**config.mk**
```make
export PLATFORM = sky130hd
export DESIGN_NAME = ldmf_walk
export DESIGN_NICKNAME = d
export VERILOG_FILES = /design/src/rtl/ldmf_pkg.sv /design/src/rtl/ldmf_walk.sv
export SDC_FILE = /design/constraint.sdc
export NUM_CORES = 1
export LEC_CHECK = 0
export BUFFER_PORTS_ARGS = -buffer_cell sky130_fd_sc_hd__buf_2
export CORE_AREA = 2 2 76 150
export DETAILED_ROUTE_END_ITERATION = 16
export DIE_AREA = 0 0 78 152
export GPL_ROUTABILITY_DRIVEN = 0
export GPL_TIMING_DRIVEN = 0
export PLACE_DENSITY = 0.77
export SYNTH_ARGS = -nofsm -noshare
export SYNTH_HDL_FRONTEND = slang
export SYNTH_SLANG_ARGS = --single-unit
```
**constraint.sdc**
```tcl
create_clock -name i_clk -period 4.7 [get_ports i_clk]
set_input_delay 0.705 -clock i_clk [delete_from_list [all_inputs] [get_ports i_clk]]
set_output_delay 0.705 -clock i_clk [all_outputs]
set_load 0.02 [all_outputs]
```
**src/rtl/ldmf_pkg.sv**
```systemverilog
`default_nettype none

package ldmf_pkg;

    // default screen geometry
    localparam int DEF_SCREEN_WIDTH  = 128;
    localparam int DEF_SCREEN_HEIGHT = 64;
    localparam int DEF_PAGE_COUNT    = 8;

    // coordinate and error term widths of the line walker
    localparam int COORD_W = 8;
    localparam int ERR_W   = 10;

    // opcodes
    localparam logic OP_DRAW = 1'b0;
    localparam logic OP_READ = 1'b1;

    typedef enum logic [5:0] {
        S_CLEAR   = 6'b000001,
        S_IDLE    = 6'b000010,
        S_PIX_RD  = 6'b000100,
        S_PIX_WR  = 6'b001000,
        S_BYTE_RD = 6'b010000,
        S_FINISH  = 6'b100000
    } t_state;

    // walker control: load endpoints, advance one pixel
    typedef struct packed {
        logic start;
        logic step;
    } t_walk_ctl;

    // walker status: current pixel, and whether it is the end point
    typedef struct packed {
        logic [COORD_W-1:0] x;
        logic [COORD_W-1:0] y;
        logic               last;
    } t_walk_sts;

endpackage

`default_nettype wire

```
**src/rtl/ldmf_walk.sv**
```systemverilog
`default_nettype none

module ldmf_walk (
    input  wire logic                               i_clk,
    input  wire ldmf_pkg::t_walk_ctl                i_ctl,
    input  wire logic [ldmf_pkg::COORD_W-1:0]       i_x_start,
    input  wire logic [ldmf_pkg::COORD_W-1:0]       i_y_start,
    input  wire logic [ldmf_pkg::COORD_W-1:0]       i_x_end,
    input  wire logic [ldmf_pkg::COORD_W-1:0]       i_y_end,
    output ldmf_pkg::t_walk_sts                     o_sts
);

    import ldmf_pkg::*;

    logic [COORD_W-1:0]       r_x, r_y, r_x_end, r_y_end;
    logic [COORD_W-1:0]       r_dx, r_dy;
    logic                     r_sx, r_sy;
    logic signed [ERR_W-1:0]  r_err;

    logic [COORD_W-1:0]       w_dx0, w_dy0;
    logic signed [ERR_W-1:0]  w_err0;
    logic signed [ERR_W-1:0]  w_dx_s, w_dy_s;
    logic                     w_x_go, w_y_go;
    logic signed [ERR_W-1:0]  n_err;
    logic [COORD_W-1:0]       n_x, n_y;

    // setup terms from the endpoints
    always_comb begin
        w_dx0 = (i_x_end > i_x_start) ? (i_x_end - i_x_start) : (i_x_start - i_x_end);
        w_dy0 = (i_y_end > i_y_start) ? (i_y_end - i_y_start) : (i_y_start - i_y_end);
        // half of the major delta, negative when y dominates or the deltas tie
        if (w_dx0 > w_dy0) begin
            w_err0 = signed'(ERR_W'(w_dx0 >> 1));
        end else begin
            w_err0 = -signed'(ERR_W'(w_dy0 >> 1));
        end
    end

    // one bresenham step, both decisions from the old error
    always_comb begin
        w_dx_s = signed'(ERR_W'(r_dx));
        w_dy_s = signed'(ERR_W'(r_dy));
        w_x_go = r_err > -w_dx_s;
        w_y_go = r_err < w_dy_s;
        n_err  = r_err - (w_x_go ? w_dy_s : '0) + (w_y_go ? w_dx_s : '0);
        n_x    = r_x;
        n_y    = r_y;
        if (w_x_go) begin
            n_x = r_sx ? (r_x + 1'b1) : (r_x - 1'b1);
        end
        if (w_y_go) begin
            n_y = r_sy ? (r_y + 1'b1) : (r_y - 1'b1);
        end
    end

    always_ff @(posedge i_clk) begin
        if (i_ctl.start) begin
            r_x     <= i_x_start;
            r_y     <= i_y_start;
            r_x_end <= i_x_end;
            r_y_end <= i_y_end;
            r_dx    <= w_dx0;
            r_dy    <= w_dy0;
            r_sx    <= i_x_start < i_x_end;
            r_sy    <= i_y_start < i_y_end;
            r_err   <= w_err0;
        end else if (i_ctl.step) begin
            r_x     <= n_x;
            r_y     <= n_y;
            r_err   <= n_err;
        end
    end

    assign o_sts.x    = r_x;
    assign o_sts.y    = r_y;
    assign o_sts.last = (r_x == r_x_end) && (r_y == r_y_end);

endmodule

`default_nettype wire

```
# == Word level (Yosys, flattened, before mapping) ==
# Index checks and enable logic that the tools add are counted.
# W data, S select, Z words.
# word_totals
output_inout_bits,17
word_cells,51
in_bits,35
reg_bits,60
# classes
muxes,15
reduce_logical,6
addsub,12
n_eq_ne,2
order_cmp,7
# op_table
operator,count
$mux W8,12
$sub A8 B8 Y8,4
$mux W10,3
$gt A8 B8 Y1,3
$add A8 B1 Y8 const B,2
$eq A8 B8 Y1,2
$lt A8 B8 Y1,2
$sub A8 B1 Y8 const B,2
$add A10 B8 Y10,1
$gt A10 B10 Y1,1
$lt A10 B9 Y1,1
$neg A7 Y10,1
$neg A8 Y10,1
$sub A10 B8 Y10,1
$reduce_bool A2 Y1,3
$reduce_and A2 Y1,2
$logic_and A1 B1 Y1,1

# == Longest topological paths before layout ==
# Gate-level depths: netlist (run 1).
# depth
depth_word,7
depth_mapped,25
ltp_nobuf,25

# == Worst setup path before layout (run 1) ==
# No wires, ideal clock.
# synth_path
kind,reg2reg
from,register r_dx[3]
to,"register r_err[9], data pin"
n_path_buf,0
required_time_ps,4438
path_slack_ps,-457
setup_ps,262
path_stages_with_launch,21
arrival_ps,4895
synth_period_minus_slack_ps,5157
path_cell_list,edfxtp_1 > or4_1 > or4_1 > xnor2_1 > ha_1 > a21o_1 > a211oi_1 > a21oi_1 > a31o_2 > and2_1 > fa_1 > inv_1 > ha_1 > a21o_1 > a21oi_1 > o21ai_0 > a21oi_1 > o21ai_0 > a31oi_1 > mux2i_1 > nand2_1
# synth_via
elab_chain_cells,7
word_cells_on_any_way,8
cone_classes,add/sub (3); order compare (1); mux (4)
# synth_lines
item,line_no,rtl
start: declaration,ldmf_walk.sv:16,"logic [COORD_W-1:0] r_dx, r_dy;"
start signal: assignment,ldmf_walk.sv:62,r_dx <= w_dx0;
$neg A8 Y10,ldmf_walk.sv:43,w_x_go = r_err > -w_dx_s;
$gt A10 B10 Y1,ldmf_walk.sv:43,
$mux W8,ldmf_walk.sv:45,n_err = r_err - (w_x_go ? w_dy_s : '0) + (w_y_go ? w_dx_s : '0);
$sub A10 B8 Y10,ldmf_walk.sv:45,
$add A10 B8 Y10 *,ldmf_walk.sv:45,
$mux W10 *,ldmf_walk.sv:67,end else if (i_ctl.step) begin
$mux W10 *,ldmf_walk.sv:57,if (i_ctl.start) begin
end signal: assignment,ldmf_walk.sv:66,r_err <= w_err0;
end signal: assignment,ldmf_walk.sv:70,r_err <= n_err;
end: declaration,ldmf_walk.sv:18,logic signed [ERR_W-1:0] r_err;
# Every way passes the cells marked *; elsewhere a longest branch is shown, timed or not. The select of a mux whose other input is x is not followed.
# A chain may end at the register's enable or synchronous reset.

# == Final worst setup path (run 1) ==
# layout_path
from,register r_dx[3]
to,"register r_err[5], data pin"
# The elaborated chain is that of the path after synthesis.

==> qor.yml, run 1 <==
status: "finished with violations"
violations: "negative setup slack"
maxCapViolCount: 0
grt_pass1_vias: 5234
cts_tree: "done"
vias: 4846
clock_skew_ps: 5.428
cp_slowest_cell: "or4_4"
cts_buffers: 9
routed_via_density: 5.832
total_power_uw: 4815
syn_nets: 742
finalSetupTns_ps: -3117
drv_slew: 0
path_clk_slew_ps: 50
drc: 0
async_reset_ff_frac: 0
htree_levels: 3
portBuffers: 51
grt.overflow.total: 0
yosysSeqAreaShare: 0.3079
multi_input_area_sq_um: 3739
fin_nets: 817
cp-end-kind: "flop"
drive_gt1_frac: 0.1823
layout_commonest_cell: "inv_1"
synth_cells: 611
clk_latency_ps: 330
numClockSinks: 60
synth_edf_count: 60
rsz0062_at_grt: "yes"
clk_path_buf_depth: 2
crit_fanout: 3
hold_viol_final: 0
path_cells: "or4_4, or4_4, xnor2_2, ha_1, a21o_1, a211oi_2, nand3b_1, a31o_4, and2_4, fa_1, inv_1, ha_1, a21o_1, a21oi_2, o21ai_2, a21oi_2, buf_4, xor2_1, nor2_1, a221o_1"
start_util: 0.5413
ios: 52
avgSynthCellArea_sq_um: 9.578
setup_viol: 7
postPlaceCellArea_sq_um: 6329
grt_max_degree: 36
diodes: 0
path_class: "reg -> reg"
netlist_area_sq_um: 5852
die_area_sq_um: 11860
worst_pin_slew_ps: 877.8
cp_data_required_time_ps: 4780
finalCriticalPeriod_ps: 5295
stdcell_area_sq_um: 6771
power.density_nw_per_um2: 711.0
drtPass1Iterations: 4
fillers: 915
routed_wl_um: 15230
post_drt_wl_per_cell_um: 18.32
vdd_ir_drop_max_mv: 0.4166
fp.dieW_um: 78
ctsHoldBuffers: 0
grtUsageTotal: 0.2678
rows: 54
fin_ws_ps: -595.0
dp_slack_ps: -680.2
cts_root_buf: "clkbuf_16"
die_h_um: 152
final_cell_mix: "inv_1, ha_1, edfxtp_1"
antenna_found_initial: 0
critPathArrivalTime_ps: 5370
slew_headroom: 0.4148
core_sq_um: 10810
drt_iter0_drc: 166
ys_warn_count: 0
hpwl_um: 12070
ys_types: 58
fmax_mhz: 188.9
synth-seq-cells: 60
seq_area_sq_um: 1802
finalCritPeriodShare: 1.127
p_leak_uw: 0.003204
synthFlopType: "edfxtp_1"
grt_first_pass_wirelength_um: 24740
worst_path_largest_cell_delay_ps: 560
ant_nets: 0
crit_path_start_kind: "flop"
hold_path_class: "in -> reg"
area_delta_synth_final_pct: 15.72
## critical path, delay by kind of cell, from the launching register on
| family | cells | cell delay, ps |
|---|---|---|
| buffers and inverters | 2 | 200 |
| AO/OA/AOI/OAI | 8 | 1610 |
| flip-flops | 1 | 430 |
| adder cells (fa/ha/maj) | 3 | 1140 |
| AND/OR/NAND/NOR | 5 | 1350 |
| XOR/XNOR | 2 | 310 |
## routing by layer
layer  part of all wire  GRT usage  wire length [um]  vias to the layer above
li1                   -          -                 -                     2286
met1               0.32     0.2509              4891                     2324
met2               0.58     0.5156              8767                      162
met3              0.035    0.03029               539                       74
met4              0.068     0.1855              1029                        0
met5                  0          0                 0                        -
## state kept, by name, indices dropped and copies added (netlist names)
name and count:
r_dy 8, r_sx 1, r_y_end 8, r_sy 1, r_err 10, r_x 8
r_x_end 8, r_y 8, r_dx 8
## layout make-up
cell class / count / area share
plain buffers: 11 / 0.009424
clock buffers: 12 / 0.03492
clock inverters: 4 / 0.002402
inverters: 103 / 0.05710
multi-input cells: 437 / 0.5521
flip-flops and latches: 60 / 0.2661
well taps: 140 / 0.02587
repair buffers: 64 / 0.05211
## cells by family after synthesis
logic type      synth area share
simple gates              0.1133
fa+ha+maj                 0.2232
flops                     0.3079
buf+inv                  0.07697
mux                      0.03848
xor+xnor                 0.08638
compound gates            0.1537
## worst paths after layout
kind | from | endpoint | slack (ps) | depth (start not counted)
worst max register to register | r_dx[3]$_DFFE_PP_ | r_err[5]$_DFFE_PP_ | -590 | 20
worst max-delay path | r_dx[3]$_DFFE_PP_ | r_err[5]$_DFFE_PP_ | -590 | 20
worst min register to register | r_y[0]$_DFFE_PP_ | r_y[0]$_DFFE_PP_ | 760 | 1
worst min-delay path | i_x_end[0] | r_x_end[0]$_DFFE_PP_ | 590 | 1
## power by group
group          switching [uW]  total (uW)  internal (uW)
logic                    1740        3260           1520
clock network             217         566            349
registers                 156         991            835
## cell usage after synthesis, types with 4 or more instances
cell type  instances  area share
o21a_1             9       0.012
o21ai_1            4      0.0034
nor2b_1           10       0.011
inv_1            103       0.066
mux2_2             5      0.0096
edfxtp_1          60        0.31
a21oi_1           35       0.030
clkbuf_1           5      0.0032
o21ai_0           36       0.031
xor2_1            14       0.021
nor3_1             9      0.0077
nor2_1            21       0.013
a211oi_1           4      0.0051
nand4_1           12       0.013
a31oi_1            4      0.0043
o21bai_1           8       0.010
a21o_1            21       0.027
nand2_1           27       0.017
xnor2_1           40       0.060
nand3_1            5      0.0043
and3_1             5      0.0053
nand2b_1           4      0.0043
ha_1              82        0.18
and2_1            11       0.012
fa_1              14       0.048
mux2i_1           14       0.024
## stage by stage
stage | std cells | utilization | hold WS (ps)
after global placement | 802 | 0.5854 | 733.9
after CTS | 829 | 0.6207 | 581.7
final | 831 | 0.6264 | 585.1
after floorplan | 611 | - | 711.4
after detailed placement | 802 | 0.5854 | 737.0
after global routing | 831 | 0.6264 | 587.7
## repair_timing
action,CTS,global route
setup endpoints to repair,10,10
buffers inserted,11,3
pin swaps,9,8
hold endpoints to repair,0,0
resized for setup,10,11
Power figures use the tool's default switching activity.
==> run 2, diff against run 1 <==
--- a/config.mk
+++ b/config.mk
@@ -6,12 +6,12 @@
 export NUM_CORES = 1
 export LEC_CHECK = 0
 export BUFFER_PORTS_ARGS = -buffer_cell sky130_fd_sc_hd__buf_2
-export CORE_AREA = 2 2 76 150
+export CORE_AREA = 2 2 73 145
 export DETAILED_ROUTE_END_ITERATION = 16
-export DIE_AREA = 0 0 78 152
+export DIE_AREA = 0 0 75 147
 export GPL_ROUTABILITY_DRIVEN = 0
 export GPL_TIMING_DRIVEN = 0
-export PLACE_DENSITY = 0.77
+export PLACE_DENSITY = 0.79
 export SYNTH_ARGS = -nofsm -noshare
 export SYNTH_HDL_FRONTEND = slang
 export SYNTH_SLANG_ARGS = --single-unit
==> constraint.sdc (replaced) <==
create_clock -name i_clk -period 5.05 [get_ports i_clk]
set_input_delay 0.7575 -clock i_clk [delete_from_list [all_inputs] [get_ports i_clk]]
set_output_delay 0.7575 -clock i_clk [all_outputs]
set_load 0.02 [all_outputs]
==> run 2 against run 1 <==
The run still ends with negative setup slack left. Global-route usage is 0.39 points higher. Wire length is 5.7% lower. Die area is 7.0% lower. Via count is 2.3% lower. Clock power is 3% higher. Final area is 0.41% higher. Non-clock buffer count is 2 lower. Total power is 6.8% lower. Sequential cell count stayed put. Core utilization is 5.7 points higher. Final cell count is 0.84% lower.
==> qor.yml, run 2 (synthesized netlist as in run 1, its figures left out) <==
clock_skew_ps: 8.080  # was 5.428 ps
fmax_mhz: 186.8  # was 188.9 MHz
cts_tree: "done"  # unchanged
drive_gt1_frac: 0.1858  # was 0.1823
cp_data_required_time_ps: 5140  # was 4780 ps
grtUsageTotal: 0.2717  # was 0.2678
drtPass1Iterations: 5  # was 4
violations: "negative setup slack"  # unchanged
portBuffers: 51  # unchanged
cts_root_buf: "clkbuf_16"  # unchanged
htree_levels: 3  # unchanged
drt_iter0_drc: 339  # was 166
drv_slew: 0  # unchanged
drc: 0  # unchanged
finalCriticalPeriod_ps: 5354  # was 5295 ps
core_sq_um: 9955  # was 10810 sq um
ios: 52  # unchanged
finalCritPeriodShare: 1.060  # was 1.127
slew_headroom: 0.4210  # was 0.4148
utilization: 0.6830  # was 0.6264
clk_latency_ps: 330  # about the same
largest_register_ffs: 10  # unchanged
status: "finished with violations"  # unchanged
grt_max_degree: 36  # unchanged
die_h_um: 147  # was 152 um
cts_buffers: 9  # unchanged
hold_path_class: "in -> reg"  # unchanged
critPathArrivalTime_ps: 5440  # was 5370 ps
path_class: "reg -> reg"  # unchanged
holdWs_ps: 631.9  # was 585.1 ps
area_delta_synth_final_pct: 16.19  # was 15.72%
diodes: 0  # unchanged
fillers: 790  # was 915
layout_commonest_cell: "inv_1"  # unchanged
path_clk_slew_ps: 50  # about the same
vdd_ir_drop_max_mv: 0.8277  # was 0.4166 mV
numClockSinks: 60  # unchanged
crit_fanout: 4  # was 3
hold_viol_final: 0  # unchanged
clk_path_buf_depth: 2  # unchanged
setup_viol: 5  # was 7
fin_nets: 815  # was 817
grt_pass1_vias: 4827  # was 5234
regMostFlops: "r_err"  # unchanged
rows: 52  # was 54
antenna_found_initial: 0  # unchanged
routed_wl_um: 14360  # was 15230 um
final_cell_mix: "inv_1, ha_1, edfxtp_1"  # unchanged
start_util: 0.5879  # was 0.5413
grt_first_pass_wirelength_um: 22720  # was 24740 um
crit_path_start_kind: "flop"  # unchanged
hpwl_um: 11100  # was 12070 um
worst_pin_slew_ps: 862.2  # was 877.8 ps
die_area_sq_um: 11030  # was 11860 sq um
post_drt_wl_per_cell_um: 17.43  # was 18.32 um
fp.dieW_um: 75  # was 78 um
fin_ws_ps: -303.9  # was -595.0 ps
vias: 4736  # was 4846
p_leak_uw: 0.003204  # about the same
total_power_uw: 4487  # was 4815 uW
maxCapViolCount: 0  # unchanged
power.density_nw_per_um2: 659.9  # was 711.0 nW/um^2
grt.overflow.total: 0  # unchanged
rsz0062_at_grt: "yes"  # unchanged
cp-end-kind: "flop"  # unchanged
ctsHoldBuffers: 0  # unchanged
ant_nets: 0  # unchanged
dp_slack_ps: -515.8  # was -680.2 ps
routed_via_density: 5.748  # was 5.832
## run 2: path summary, 6_finish.rpt
kind                startpoint                    to  slack [ps]  cells after the start
max          r_dx[5]$_DFFE_PP_    r_err[5]$_DFFE_PP_        -300                     20
min                 i_y_end[7]  r_y_end[7]$_DFFE_PP_         630                      1
max reg2reg  r_dx[5]$_DFFE_PP_    r_err[5]$_DFFE_PP_        -300                     20
min reg2reg   r_x[0]$_DFFE_PP_      r_x[0]$_DFFE_PP_         730                      1
## run 2: area by class of cell
type | instances | area, sq um | share of cell area
multi-input cells | 437 | 3756 | 0.5524
flip-flops and latches | 60 | 1802 | 0.2650
inverters | 103 | 386.6 | 0.05686
repair buffers | 62 | 337.8 | 0.04969
clock buffers | 10 | 229.0 | 0.03368
well taps | 135 | 168.9 | 0.02484
plain buffers | 11 | 63.81 | 0.009385
clock inverters | 6 | 55.05 | 0.008097
## run 2: routing by layer
metal  up-vias  global-route usage  routed length, um
met5         -                   0                  0
met4         0              0.1330                601
met3        43             0.04870                658
met2       152              0.4645               7610
met1      2252              0.3141               5488
li1       2289                   -                  -
## run 2: through the flow
step / setup TNS [ps] / instances / cell area (sq um)
floorplan: 0 / 611 / 5857
global placement: -1745 / 797 / 6281
detailed placement: -2237 / 797 / 6281
CTS: -472.8 / 822 / 6690
global route: -2011 / 824 / 6799
finish: -883.1 / 824 / 6799
## run 2: worst max-delay path: stages (launching register included)
cell      delay, ps
edfxtp_1        440
or4_4           560
or4_4           550
xnor2_2         150
ha_1            290
a21o_1          190
a211oi_2        240
nand3b_1        120
a31o_4          280
and2_4          160
fa_2            580
inv_2            50
ha_4            200
a21o_1          190
a21oi_2         160
o21ai_1         110
a21oi_2         180
buf_4           140
xor2_1          150
nor2_1           70
a221o_1         280
## run 2: timing repair
action	CTS	global route
endpoints found under the setup margin	6	10
gates resized for setup	15	23
setup buffers	9	2
pin swaps	13	24
## run 2: power by group
part / switching, uW / internal (uW)
clock: 209 / 376
combinational: 1590 / 1390
sequential: 151 / 777
==> run 3, diff against run 2 <==
--- a/config.mk
+++ b/config.mk
@@ -11,6 +11,7 @@
 export DIE_AREA = 0 0 75 147
 export GPL_ROUTABILITY_DRIVEN = 0
 export GPL_TIMING_DRIVEN = 0
+export MAX_ROUTING_LAYER = met4
 export PLACE_DENSITY = 0.79
 export SYNTH_ARGS = -nofsm -noshare
 export SYNTH_HDL_FRONTEND = slang
==> run 3 against run 2 <==
The flow still finishes with violations (negative setup slack). First-iteration DRC count decreased by 5.0%. Highest routed layer unchanged. Hold slack improved by 2.7 ps. Total power increased by 0.18%. Critical endpoint unchanged.
==> qor.yml, run 3 (synthesized netlist as in run 1, its figures left out) <==
net-switching-power_uw: 1955  # was 1947 uW
crit_path_start_kind: "flop"  # unchanged
drc: 0  # unchanged
hold_path_class: "in -> reg"  # unchanged
largest_register_ffs: 10  # unchanged
drv_slew: 0  # unchanged
grt.overflow.total: 0  # unchanged
drt_iter0_drc: 322  # was 339
setup_viol: 5  # unchanged
numClockSinks: 60  # unchanged
comb_power_share: 0.664  # was 0.663
finalCritPeriodShare: 1.064  # was 1.060
rsz0062_at_grt: "yes"  # unchanged
die_h_um: 147  # unchanged
grt_pass1_vias: 4824  # was 4827
crit_start: "r_dx[3]$_DFFE_PP_"  # was r_dx[5]$_DFFE_PP_
hold_viol_final: 0  # unchanged
antenna_found_initial: 0  # unchanged
fp.dieW_um: 75  # unchanged
regMostFlops: "r_err"  # unchanged
finalCriticalPeriod_ps: 5371  # was 5354 ps
seqPwrFrac: 0.207  # about the same
htree_levels: 3  # unchanged
slew_headroom: 0.4359  # was 0.4210
routed_via_density: 5.757  # was 5.748
diodes: 0  # unchanged
routed_wl_um: 14350  # was 14360 um
switching_share: 0.4350  # was 0.4339
grt_first_pass_wirelength_um: 22690  # was 22720 um
p_leak_uw: 0.003204  # unchanged
die_area_sq_um: 11030  # unchanged
drive_gt1_frac: 0.1858  # unchanged
path_clk_slew_ps: 50  # about the same
vias: 4744  # was 4736
maxCapViolCount: 0  # unchanged
finalSetupTns_ps: -965.7  # was -883.1 ps
vdd_ir_drop_max_mv: 0.8270  # was 0.8277 mV
status: "finished with violations"  # unchanged
clock_skew_ps: 9.365  # was 8.080 ps
utilization: 0.6830  # unchanged
grt_max_degree: 36  # unchanged
cp_data_required_time_ps: 5130  # was 5140 ps
path_class: "reg -> reg"  # unchanged
ff2ff_setup_slack_ps: -320  # was -300 ps
area_delta_synth_final_pct: 16.19  # unchanged
hpwl_um: 11100  # unchanged
reg2reg_from: "r_dx[3]$_DFFE_PP_"  # was r_dx[5]$_DFFE_PP_
layout_commonest_cell: "inv_1"  # unchanged
core_sq_um: 9955  # unchanged
fin_nets: 815  # unchanged
power.density_nw_per_um2: 661.1  # was 659.9 nW/um^2
critPathArrivalTime_ps: 5460  # was 5440 ps
worst_pin_slew_ps: 840.2  # was 862.2 ps
ios: 52  # unchanged
drtPass1Iterations: 5  # unchanged
p_int_uw: 2540  # about the same
clockPowerShare: 0.130  # about the same
fillers: 790  # unchanged
fmax_mhz: 186.2  # was 186.8 MHz
grtUsageTotal: 0.2787  # was 0.2717
crit_fanout: 4  # unchanged
clk_latency_ps: 330  # about the same
portBuffers: 51  # unchanged
cts_tree: "done"  # unchanged
start_util: 0.5879  # unchanged
ant_nets: 0  # unchanged
post_drt_wl_per_cell_um: 17.41  # was 17.43 um
cts_root_buf: "clkbuf_16"  # unchanged
fin_ws_ps: -320.7  # was -303.9 ps
cp-end-kind: "flop"  # unchanged
rows: 52  # unchanged
min_from: "i_y_end[7]"  # unchanged
final_cell_mix: "inv_1, ha_1, edfxtp_1"  # unchanged
violations: "negative setup slack"  # unchanged
clk_path_buf_depth: 2  # unchanged
cts_buffers: 9  # unchanged
run 3: cell counts in the layout (fill, tap and decap cells not counted):
Identical to the previous run, type by type.
run 3: per-layer routing:
| layer | vias up | wire length [um] | global-route usage |
|---|---|---|---|
| li1 | 2288 | - | - |
| met5 | - | 0 | - |
| met3 | 51 | 628 | 0.04527 |
| met1 | 2251 | 5503 | 0.3145 |
| met2 | 154 | 7580 | 0.4645 |
| met4 | 0 | 637 | 0.1330 |
run 3: final cells by class:
cell class	count	area, sq um	area share
Sequential cell	60	1802	0.2650
Multi-Input combinational cell	437	3756	0.5524
Inverter	103	386.6	0.05686
Timing Repair Buffer	62	337.8	0.04969
Buffer	11	63.81	0.009385
Clock buffer	10	229.0	0.03368
Clock inverter	6	55.05	0.008097
Tap cell	135	168.9	0.02484
run 3: worst max-delay path: stages, from the launching register on:
cell and delay (ps):
edfxtp_1 460, or4_4 550, or4_4 550, xnor2_2 150, ha_1 290, a21o_1 190
a211oi_2 240, nand3b_1 120, a31o_4 280, and2_4 160, fa_2 580, inv_2 60
ha_4 200, a21o_1 190, a21oi_2 160, o21ai_1 110, a21oi_2 180, buf_4 140
xor2_1 150, nor2_1 70, a221o_1 280
run 3: path summary, 6_finish.rpt:
| check | to | cells after the start |
|---|---|---|
| worst max register to register | r_err[5]$_DFFE_PP_ | 20 |
| worst max-delay path | r_err[5]$_DFFE_PP_ | 20 |
| worst min register to register | r_x[0]$_DFFE_PP_ | 1 |
| worst min-delay path | r_y_end[7]$_DFFE_PP_ | 1 |
run 3: timing repair:
item                                    4_1_cts  5_1_grt
endpoints found under the setup margin        6       10
pin swaps                                    13       24
gates resized for setup                      15       23
buffers inserted                              9        2
hold buffers                                  0        0
gates cloned                                  0        0
run 3: metrics by stage:
step | cell area, sq um | cells | hold WS (ps) | total power [uW] | worst slack (ps)
global placement | 6281 | 797 | 711.5 | 3214 | -424.1
floorplan | 5857 | 611 | 711.4 | 2730 | 6.357
detailed placement | 6281 | 797 | 733.0 | 3297 | -515.8
CTS | 6690 | 822 | 629.4 | 4091 | -153.3
global route | 6799 | 824 | 633.4 | 4857 | -451.4
finish | 6799 | 824 | 634.6 | 4495 | -320.7
run 3: power by group through the flow:
stage,Combinational (uW),Sequential [uW],Clock (uW)
2_1_floorplan,1780,952,0
3_3_place_gp,2290,928,0
3_5_place_dp,2360,934,0
4_1_cts,2580,924,588
5_1_grt,3310,943,608
6_report,2980,928,583
